<file path="src/hdl/ffsa_pkg.sv">
// ----------------------------------------------------------------------------
// ffsa_pkg
// Shared types and constants for the first-fit slot allocator.
// ----------------------------------------------------------------------------
package ffsa_pkg;

	localparam int OWN_W   = 16;
	localparam int RUN_W   = 7;
	localparam int CNT_W   = 7;
	localparam int START_W = 6;
	localparam int CMD_W   = 2;

	localparam logic [CMD_W-1:0] CMD_ALLOC    = 2'd0;
	localparam logic [CMD_W-1:0] CMD_FREE_ALL = 2'd1;
	localparam logic [CMD_W-1:0] CMD_FREE_ONE = 2'd2;

	localparam logic [CNT_W-1:0] FREED_MAX      = 7'd127;
	localparam logic [CNT_W-1:0] ACTIVE_DEFAULT = 7'd64;

	typedef enum logic [2:0] {
		ST_CLEAR,
		ST_IDLE,
		ST_SCAN,
		ST_MARK,
		ST_DONE
	} state_t;

	typedef struct packed {
		logic               success;
		logic [OWN_W-1:0]   owner;
		logic [START_W-1:0] start_slot;
		logic [CNT_W-1:0]   freed_count;
	} res_t;

endpackage

</file>
<file path="src/hdl/first_fit_slot_allocator_core.sv">
// ----------------------------------------------------------------------------
// first_fit_slot_allocator_core
// First-fit contiguous slot allocator with per-slot owner map.
// ----------------------------------------------------------------------------
// A request is taken when start is high and busy is low; its single result
// appears on the result ports for one cycle with done high and cannot be
// stalled. The map is scanned one slot per cycle through a slot memory with
// one read and one write port, and a successful allocation is then written
// back slot by slot; a request with an unknown command, zero length or an
// empty scan range skips the scan and goes straight to done. After reset the
// block runs a clearing pass over all SLOTS slots with busy high before it
// takes its first request; configuration writes are accepted at any time.
module first_fit_slot_allocator_core #(
	parameter int SLOTS = 64
) (
	input  logic                           clk,
	input  logic                           arst_n,
	input  logic                           start,
	output logic                           busy,
	input  logic [ffsa_pkg::CMD_W-1:0]     cmd,
	input  logic [ffsa_pkg::RUN_W-1:0]     run_length,
	input  logic [ffsa_pkg::OWN_W-1:0]     owner_to_free,
	input  logic                           cfg_we,
	input  logic [ffsa_pkg::CNT_W-1:0]     cfg_wdata,
	output logic                           done,
	output logic                           success,
	output logic [ffsa_pkg::OWN_W-1:0]     owner,
	output logic [ffsa_pkg::START_W-1:0]   start_slot,
	output logic [ffsa_pkg::CNT_W-1:0]     freed_count
);

	localparam int AW = $clog2(SLOTS);
	localparam int CW = $clog2(SLOTS + 1);

	logic [ffsa_pkg::CNT_W-1:0] active_slots_q;
	logic [ffsa_pkg::OWN_W-1:0] next_owner_q;
	ffsa_pkg::res_t             res;

	logic                       mem_we;
	logic [AW-1:0]              mem_waddr;
	logic [ffsa_pkg::OWN_W:0]   mem_wdata;
	logic [AW-1:0]              mem_raddr;
	logic [ffsa_pkg::OWN_W:0]   mem_rdata;

	always_ff @(posedge clk or negedge arst_n) begin
		if (!arst_n) begin
			active_slots_q <= ffsa_pkg::ACTIVE_DEFAULT;
		end else if (cfg_we) begin
			active_slots_q <= cfg_wdata;
		end
	end

	// every allocate request takes an owner number, even if it fails
	always_ff @(posedge clk or negedge arst_n) begin
		if (!arst_n) begin
			next_owner_q <= '0;
		end else if (start && !busy && cmd == ffsa_pkg::CMD_ALLOC) begin
			next_owner_q <= next_owner_q + ffsa_pkg::OWN_W'(1);
		end
	end

	ffsa_seq #(
		.SLOTS (SLOTS),
		.AW    (AW),
		.CW    (CW)
	) u_seq (
		.clk           (clk),
		.arst_n        (arst_n),
		.start         (start),
		.cmd           (cmd),
		.run_length    (run_length),
		.owner_to_free (owner_to_free),
		.next_owner    (next_owner_q),
		.active_slots  (active_slots_q),
		.busy          (busy),
		.done          (done),
		.res           (res),
		.mem_we        (mem_we),
		.mem_waddr     (mem_waddr),
		.mem_wdata     (mem_wdata),
		.mem_raddr     (mem_raddr),
		.mem_rdata     (mem_rdata)
	);

	ffsa_map #(
		.DEPTH (SLOTS),
		.AW    (AW),
		.DW    (ffsa_pkg::OWN_W + 1)
	) u_map (
		.clk   (clk),
		.we    (mem_we),
		.waddr (mem_waddr),
		.wdata (mem_wdata),
		.raddr (mem_raddr),
		.rdata (mem_rdata)
	);

	assign success     = res.success;
	assign owner       = res.owner;
	assign start_slot  = res.start_slot;
	assign freed_count = res.freed_count;

endmodule

</file>
<file path="src/hdl/ffsa_map.sv">
// ----------------------------------------------------------------------------
// ffsa_map
// Slot map storage: one busy bit and owner number per slot, one write and
// one registered read per cycle.
// ----------------------------------------------------------------------------
module ffsa_map #(
	parameter int DEPTH = 64,
	parameter int AW    = 6,
	parameter int DW    = 17
) (
	input  logic          clk,
	input  logic          we,
	input  logic [AW-1:0] waddr,
	input  logic [DW-1:0] wdata,
	input  logic [AW-1:0] raddr,
	output logic [DW-1:0] rdata
);

	logic [DW-1:0] mem [DEPTH];

	always_ff @(posedge clk) begin
		if (we) begin
			mem[waddr] <= wdata;
		end
	end

	always_ff @(posedge clk) begin
		rdata <= mem[raddr];
	end

endmodule

</file>
<file path="src/hdl/ffsa_seq.sv">
// ----------------------------------------------------------------------------
// ffsa_seq
// Request sequencer: clearing pass, one-slot-per-cycle scan of the map that
// also releases freed slots, write-back of an allocated run, and result assembly.
// ----------------------------------------------------------------------------
module ffsa_seq #(
	parameter int SLOTS = 64,
	parameter int AW    = 6,
	parameter int CW    = 7
) (
	input  logic                           clk,
	input  logic                           arst_n,
	input  logic                           start,
	input  logic [ffsa_pkg::CMD_W-1:0]     cmd,
	input  logic [ffsa_pkg::RUN_W-1:0]     run_length,
	input  logic [ffsa_pkg::OWN_W-1:0]     owner_to_free,
	input  logic [ffsa_pkg::OWN_W-1:0]     next_owner,
	input  logic [ffsa_pkg::CNT_W-1:0]     active_slots,
	output logic                           busy,
	output logic                           done,
	output ffsa_pkg::res_t                 res,
	output logic                           mem_we,
	output logic [AW-1:0]                  mem_waddr,
	output logic [ffsa_pkg::OWN_W:0]       mem_wdata,
	output logic [AW-1:0]                  mem_raddr,
	input  logic [ffsa_pkg::OWN_W:0]       mem_rdata
);

	localparam int LW = (CW > ffsa_pkg::CNT_W) ? CW : ffsa_pkg::CNT_W;
	localparam int SW = ((AW > ffsa_pkg::RUN_W) ? AW : ffsa_pkg::RUN_W) + 1;
	localparam int XW = AW + ffsa_pkg::START_W;

	ffsa_pkg::state_t state_q, state_d;

	logic [ffsa_pkg::CMD_W-1:0] cmd_q;
	logic [ffsa_pkg::RUN_W-1:0] len_q;
	logic [ffsa_pkg::OWN_W-1:0] who_q;
	logic [ffsa_pkg::OWN_W-1:0] own_q;
	logic [CW-1:0]              lim_q;
	logic [CW-1:0]              rd_pos_q;
	logic [AW-1:0]              proc_pos_s1;
	logic                       proc_vld_s1;
	logic [ffsa_pkg::RUN_W-1:0] run_q;
	logic [ffsa_pkg::CNT_W-1:0] freed_q;
	logic                       found_q;
	logic [AW-1:0]              start_q;
	logic [AW-1:0]              mark_pos_q;
	logic [AW-1:0]              mark_end_q;
	logic [AW-1:0]              clr_pos_q;

	logic [LW-1:0]              act_w;
	logic [LW-1:0]              slots_w;
	logic [LW-1:0]              lim_full;
	logic [CW-1:0]              lim_w;
	logic                       accept;
	logic                       scan_on;
	logic                       issue;
	logic                       is_alloc;
	logic                       slot_busy;
	logic [ffsa_pkg::OWN_W-1:0] slot_owner;
	logic [ffsa_pkg::RUN_W-1:0] run_inc;
	logic                       hit_alloc;
	logic                       hit_free;
	logic [CW-1:0]              proc_next;
	logic                       scan_last;
	logic [SW-1:0]              run_start_w;
	logic [AW-1:0]              run_start;
	logic [XW-1:0]              start_ext;
	logic                       quick_done;

	// scan limit: active_slots clipped to the map size
	assign act_w    = LW'(active_slots);
	assign slots_w  = LW'(SLOTS);
	assign lim_full = (act_w > slots_w) ? slots_w : act_w;
	assign lim_w    = lim_full[CW-1:0];

	assign accept   = (state_q == ffsa_pkg::ST_IDLE) && start;
	assign scan_on  = (state_q == ffsa_pkg::ST_SCAN);
	assign issue    = scan_on && (rd_pos_q != lim_q);
	assign is_alloc = (cmd_q == ffsa_pkg::CMD_ALLOC);

	assign slot_busy  = mem_rdata[ffsa_pkg::OWN_W];
	assign slot_owner = mem_rdata[ffsa_pkg::OWN_W-1:0];
	assign run_inc    = run_q + ffsa_pkg::RUN_W'(1);

	assign hit_alloc = scan_on && proc_vld_s1 && is_alloc && !slot_busy && (run_inc == len_q);
	assign hit_free  = scan_on && proc_vld_s1 && !is_alloc && slot_busy &&
	                   (slot_owner == who_q);
	assign proc_next = CW'(proc_pos_s1) + CW'(1);
	assign scan_last = scan_on && proc_vld_s1 && (proc_next == lim_q);

	// run began len-1 slots before the current one
	assign run_start_w = SW'(proc_pos_s1) + SW'(1) - SW'(len_q);
	assign run_start   = run_start_w[AW-1:0];

	// unknown command, empty scan range or zero-length allocation finish at once
	assign quick_done = (cmd != ffsa_pkg::CMD_ALLOC && cmd != ffsa_pkg::CMD_FREE_ALL &&
	                     cmd != ffsa_pkg::CMD_FREE_ONE) ||
	                    (lim_w == '0) ||
	                    (cmd == ffsa_pkg::CMD_ALLOC && run_length == '0);

	always_ff @(posedge clk or negedge arst_n) begin
		if (!arst_n) begin
			state_q     <= ffsa_pkg::ST_CLEAR;
			clr_pos_q   <= '0;
			proc_vld_s1 <= 1'b0;
		end else begin
			state_q     <= state_d;
			proc_vld_s1 <= issue;
			if (state_q == ffsa_pkg::ST_CLEAR) begin
				clr_pos_q <= clr_pos_q + AW'(1);
			end
		end
	end

	always_comb begin
		state_d   = state_q;
		mem_we    = 1'b0;
		mem_waddr = clr_pos_q;
		mem_wdata = '0;
		unique case (state_q)
			ffsa_pkg::ST_CLEAR: begin
				mem_we = 1'b1;
				if (clr_pos_q == AW'(SLOTS - 1)) begin
					state_d = ffsa_pkg::ST_IDLE;
				end
			end
			ffsa_pkg::ST_IDLE: begin
				if (start) begin
					state_d = quick_done ? ffsa_pkg::ST_DONE : ffsa_pkg::ST_SCAN;
				end
			end
			ffsa_pkg::ST_SCAN: begin
				if (hit_free) begin
					mem_we    = 1'b1;
					mem_waddr = proc_pos_s1;
					mem_wdata = {1'b0, slot_owner};
				end
				priority if (hit_alloc) begin
					state_d = ffsa_pkg::ST_MARK;
				end else if (hit_free && cmd_q == ffsa_pkg::CMD_FREE_ONE) begin
					state_d = ffsa_pkg::ST_DONE;
				end else if (scan_last) begin
					state_d = ffsa_pkg::ST_DONE;
				end
			end
			ffsa_pkg::ST_MARK: begin
				mem_we    = 1'b1;
				mem_waddr = mark_pos_q;
				mem_wdata = {1'b1, own_q};
				if (mark_pos_q == mark_end_q) begin
					state_d = ffsa_pkg::ST_DONE;
				end
			end
			ffsa_pkg::ST_DONE: begin
				state_d = ffsa_pkg::ST_IDLE;
			end
			default: begin
				state_d = ffsa_pkg::ST_IDLE;
			end
		endcase
	end

	always_ff @(posedge clk) begin
		if (accept) begin
			cmd_q    <= cmd;
			len_q    <= run_length;
			who_q    <= owner_to_free;
			lim_q    <= lim_w;
			rd_pos_q <= '0;
			run_q    <= '0;
			freed_q  <= '0;
			found_q  <= 1'b0;
			if (cmd == ffsa_pkg::CMD_ALLOC) begin
				own_q <= next_owner;
			end else if (cmd == ffsa_pkg::CMD_FREE_ALL || cmd == ffsa_pkg::CMD_FREE_ONE) begin
				own_q <= owner_to_free;
			end else begin
				own_q <= '0;
			end
		end
		if (issue) begin
			rd_pos_q    <= rd_pos_q + CW'(1);
			proc_pos_s1 <= rd_pos_q[AW-1:0];
		end
		if (scan_on && proc_vld_s1) begin
			run_q <= slot_busy ? '0 : run_inc;
		end
		if (hit_alloc) begin
			found_q    <= 1'b1;
			start_q    <= run_start;
			mark_pos_q <= run_start;
			mark_end_q <= proc_pos_s1;
		end
		if (hit_free && freed_q != ffsa_pkg::FREED_MAX) begin
			freed_q <= freed_q + ffsa_pkg::CNT_W'(1);
		end
		if (state_q == ffsa_pkg::ST_MARK) begin
			mark_pos_q <= mark_pos_q + AW'(1);
		end
	end

	assign mem_raddr = rd_pos_q[AW-1:0];

	assign start_ext = XW'(start_q);

	assign busy = (state_q != ffsa_pkg::ST_IDLE);
	assign done = (state_q == ffsa_pkg::ST_DONE);

	assign res.success     = is_alloc ? found_q : (freed_q != '0);
	assign res.owner       = own_q;
	assign res.start_slot  = found_q ? start_ext[ffsa_pkg::START_W-1:0] : '0;
	assign res.freed_count = freed_q;

endmodule

</file>
<file path="config.mk">
export PLATFORM = sky130hd
export DESIGN_NAME = first_fit_slot_allocator_core
export DESIGN_NICKNAME = d
export VERILOG_FILES = /design/src/hdl/ffsa_pkg.sv /design/src/hdl/first_fit_slot_allocator_core.sv /design/src/hdl/ffsa_map.sv /design/src/hdl/ffsa_seq.sv
export SDC_FILE = /design/constraint.sdc
export NUM_CORES = 1
export LEC_CHECK = 0
export BUFFER_PORTS_ARGS = -buffer_cell sky130_fd_sc_hd__buf_2
export CORE_UTILIZATION = 45
export DETAILED_ROUTE_END_ITERATION = 6
export PLACE_DENSITY = 0.66
export SLEW_MARGIN = 0
export SYNTH_ARGS = -nofsm -noshare
export SYNTH_HDL_FRONTEND = slang
export SYNTH_HIERARCHICAL = 1
export SYNTH_SLANG_ARGS = --single-unit
export TNS_END_PERCENT = 100
</file>
<file path="constraint.sdc">
create_clock -name clk -period 5.45 [get_ports clk]
set_input_delay 1.09 -clock clk [delete_from_list [all_inputs] [get_ports clk]]
set_output_delay 1.09 -clock clk [all_outputs]
set_load 0.02 [all_outputs]
</file>
==> run_results.csv <==
group,metric,value,unit
timing,fmax,231.8,MHz
floorplan,dieArea,0.1100,sq mm
placement,placed_area,0.05114,sq mm
clock_tree,cts_hold_buf,0,
detailed_routing,drcViolationCount,1,
run_status,violations,"design-rule violations",
clock_tree,cts_tree,"built",
yosys,syn_inst,2502,
clock_tree,cts_setup_buffers,0,
setup_path,reg2reg_from,"u_seq/who_q[8]",
timing,fin_hold_ws,0.4897,ns
timing,fin_crit,4.314,ns
floorplan,placementRows,120,
power,p_clk_share,31.2,%
power,swShare,30.13,%
setup_path,endpoint,"u_map/mem[38][0]",
detailed_routing,drt_iter0_drc,3004,
detailed_routing,ant_nets,0,
timing,rsz0062_at_grt,"no",
power,seqPwrFrac,45.3,%
power,powerDensity,468.4,mW/mm^2
placement,port_buffers,67,
yosys,yosysMostFrequentCell,"edfxtp_1",
final_layout,nFillCells,8287,
grt,grt_pass1_vias,25210,
clock_tree,htreeDepth,3,
setup_path,crit_type,"flip-flop to flip-flop",
clock_tree,clock-sinks,1232,
detailed_routing,wl_met2,55.40,mm
final_layout,design_area,0.05494,sq mm
setup_path,critical-path-top-delay-family,"simple AND/OR/NAND/NOR gates",
setup_path,worstRegToRegCells,11,
setup_path,r2r_slack,1.14,ns
job,maxCapViolCount,0,
clock_tree,path_clk_slew,0.06,ns
detailed_routing,dr_total_vias,25030,
final_layout,drive_above_1_share,22.70,%
timing,final_hold_viol_count,0,
setup_path,cpMaxStageDelayCell,"nand3_1",
yosys,synth_area_leaders,"edfxtp_1, mux4_2, mux2i_1, dfrtp_1, nor2_1",
placement,place_worst_setup_slack,1.350,ns
min_path,hp-class,"flip-flop to flip-flop",
min_path,min_from,"next_owner_q[15]",
detailed_routing,highest_layer,"met5",
detailed_routing,wl_met1,48.63,mm
setup_path,required,5.83,ns
yosys,yosys_most_used_dff,"edfxtp_1",
yosys,async_flop_share,2.679,%
timing,fin_setup_tns,0,ns
yosys,seq_area_frac_synth,74.96,%
detailed_routing,wl_met3,10.65,mm
yosys,synth_top_area_share,72.53,%
detailed_routing,drt-pass1-iter-count,7,
power,p_comb_share,23.5,%
power,intPower,17.98,mW
yosys,yosysWarnings,6,
floorplan,die_x,331.6,microns
yosys,yosysUniqueCellTypes,74,
setup_path,crit_path_max_incr_delay,0.63,ns
yosys,synth_common_cells,"edfxtp_1, mux4_2, mux2i_1",
placement,place_congestion,0.9479,
yosys,syn_area,0.04890,sq mm
timing,period_share,79.15,%
floorplan,start_util,45.55,%
timing,relSlewSlack,11.18,%
yosys,synth_edf_count,1181,
clock_tree,clockBufferDepth,3,
final_layout,final_util,51.17,%
power,power_switching,7.753,mW
yosys,ys_seq_elements,1232,
setup_path,arrival,4.69,ns
final_layout,fin_nets,2723,
yosys,syn_nets,2558,
final_layout,multi_input_area,0.01140,sq mm
floorplan,die_h,331.6,microns
clock_tree,clockRootBuffer,"clkbuf_16",
placement,placed_cells,3948,
timing,max_slew.worst_pin.slew,1.327,ns
detailed_routing,wl_per_cell,28.50,microns
floorplan,coreArea,0.1074,sq mm
setup_path,worstSetupEndpointType,"flip-flop",
yosys,yosysTopAreaCell,"edfxtp_1",
detailed_routing,via_per_inst,5.999,
grt,grt_usage,21.61,%
grt,antenna_found_initial,3,
power,vdd_drop_max,0.0002908,V
grt,grt_overflow,0,
setup_path,critPathLaunch,"u_seq/who_q[8]",
final_layout,synthToLayoutAreaGrowth,12.35,%
clock_tree,clk_latency,0.72,ns
timing,slew_violations,0,
yosys,syn_area_per_cell,19.54,sq um
placement,hpwl,74.90,mm
setup_path,path_cells,"xor2_1, nor4_1, nand3_1, nor4_4, buf_4, nor2_1, a221o_1, nor2b_1, nand3_1, nor2_1, buf_4",
run_status,outcome,"complete, but fails checks",
grt,grt_max_degree,128,
final_layout,finalNonFillerCells,4172,
timing,setup_viol,0,
power,power.leakage,18.17,nW
detailed_routing,wl,118.9,mm
power,total_power,25.73,mW
setup_path,worst-path-stages,11,
clock_tree,numCtsBuffers,120,
final_layout,seq_area,0.03665,sq mm
grt,grt_pass1_wl,174.0,mm
setup_path,cp_num_buf_inv,2,
timing,setup_ws,1.136,ns
timing,skew,0.02902,ns
setup_path,regToRegEndpoint,"u_map/mem[38][0]",
clock_tree,cts.repair.resized,0,
setup_path,critPathLaunchType,"flip-flop",
setup_path,cp_max_fo,23,
floorplan,num_io_pins,68,
## state kept, by name, indices dropped and copies added (netlist names)
| signal | cells |
|---|---|
| u_seq/start_q | 6 |
| u_seq/proc_vld_s1 | 1 |
| active_slots_q | 7 |
| u_map/mem | 1088 |
| u_map/rdata | 17 |
| u_seq/len_q | 7 |
| u_seq/found_q | 1 |
| u_seq/lim_q | 7 |
| u_seq/who_q | 16 |
| u_seq/clr_pos_q | 6 |
| u_seq/own_q | 16 |
| u_seq/proc_pos_s1 | 6 |
| next_owner_q | 16 |
| u_seq/cmd_q | 2 |
| u_seq/mark_pos_q | 6 |
| u_seq/run_q | 7 |
| u_seq/mark_end_q | 6 |
| u_seq/freed_q | 7 |
| u_seq/rd_pos_q | 7 |
| u_seq/state_q | 3 |
## cell usage in the layout, fill, tap and decap left out, drive strengths merged, types with 4 or more instances in the layout
master  Yosys  routed
and3       24      24
mux2       21      21
a311oi      4       4
xor2       39      39
clkbuf     59     158
and2       21      21
buf        78     180
nor4       10      10
a22o       21      21
nor2b      34      34
nand3      41      41
xnor2      47      47
a211oi     26      26
nand2b      5       5
o221ai     12      12
nor2      129     129
a221oi     45      45
and4       15      15
dfrtp      32      32
nand2      85      85
nor3        8       8
nand4      12      12
a221o       6       6
edfxtp   1181    1181
mux2i     128     128
dfxtp      18      18
mux4      216     216
a22oi      63      63
bufinv      0       9
inv        21      28
clkinv      0      46
o21ai      21      21
ha         19      19
a21oi      19      19
## worst reg2reg max path: stages (launching register included)
cell and delay, ns:
edfxtp_1 0.40, xor2_1 0.19, nor4_1 0.31, nand3_1 0.18
nor4_4 0.33, buf_4 0.37, nor2_1 0.20, a221o_1 0.45
nor2b_1 0.27, nand3_1 0.63, nor2_1 0.34, buf_4 0.31
## how the worst min path moves through the flow
stage                              end  cells after the start
finish                next_owner_q[15]                      1
global route        u_seq/clr_pos_q[5]                      1
CTS                   next_owner_q[15]                      1
detailed placement    next_owner_q[15]                      1
global placement      next_owner_q[15]                      1
floorplan             next_owner_q[15]                      1
## power by group through the flow
stage	registers [mW]	clock network, mW	logic (mW)
final	11.7	8.03	6.05
after global routing	11.7	8.51	6.32
after CTS	11.6	8.15	6.00
after detailed placement	11.8	0	5.98
after global placement	11.8	0	5.87
after floorplan	11.7	0	3.93
## cells by family (layout without fill, tap and decap cells)
family                     count (synthesis)  in the layout  synth area share [%]
muxes                                    365            365                 13.05
and+or+nand+nor                          402            402                 4.209
AOI/OAI and AO/OA                        237            237                 3.738
xor gates and xnor gates                  88             88                 1.635
other                                      0              3                     0
buffers and inverters                    158            422                 1.881
DFF                                     1232           1232                 74.96
adders and majority gates                 20             20                0.5271
## routing by layer
layer  vias up  GRT usage [%]
li1      10540              -
met1     13080          30.79
met2      1197          33.11
met3       209          4.467
met4         2          7.669
met5         -              0
## layout make-up
cell class / count / share of cell area [%]
antenna: 3 / 0.01367
clock buffer: 158 / 5.853
clock inverter: 63 / 1.050
inverter: 21 / 0.1435
multi-input combinational: 1112 / 20.76
sequential: 1232 / 66.72
tap: 1403 / 3.195
timing repair buffer: 180 / 2.268
No activity file was read; power rests on OpenSTA's default activity.
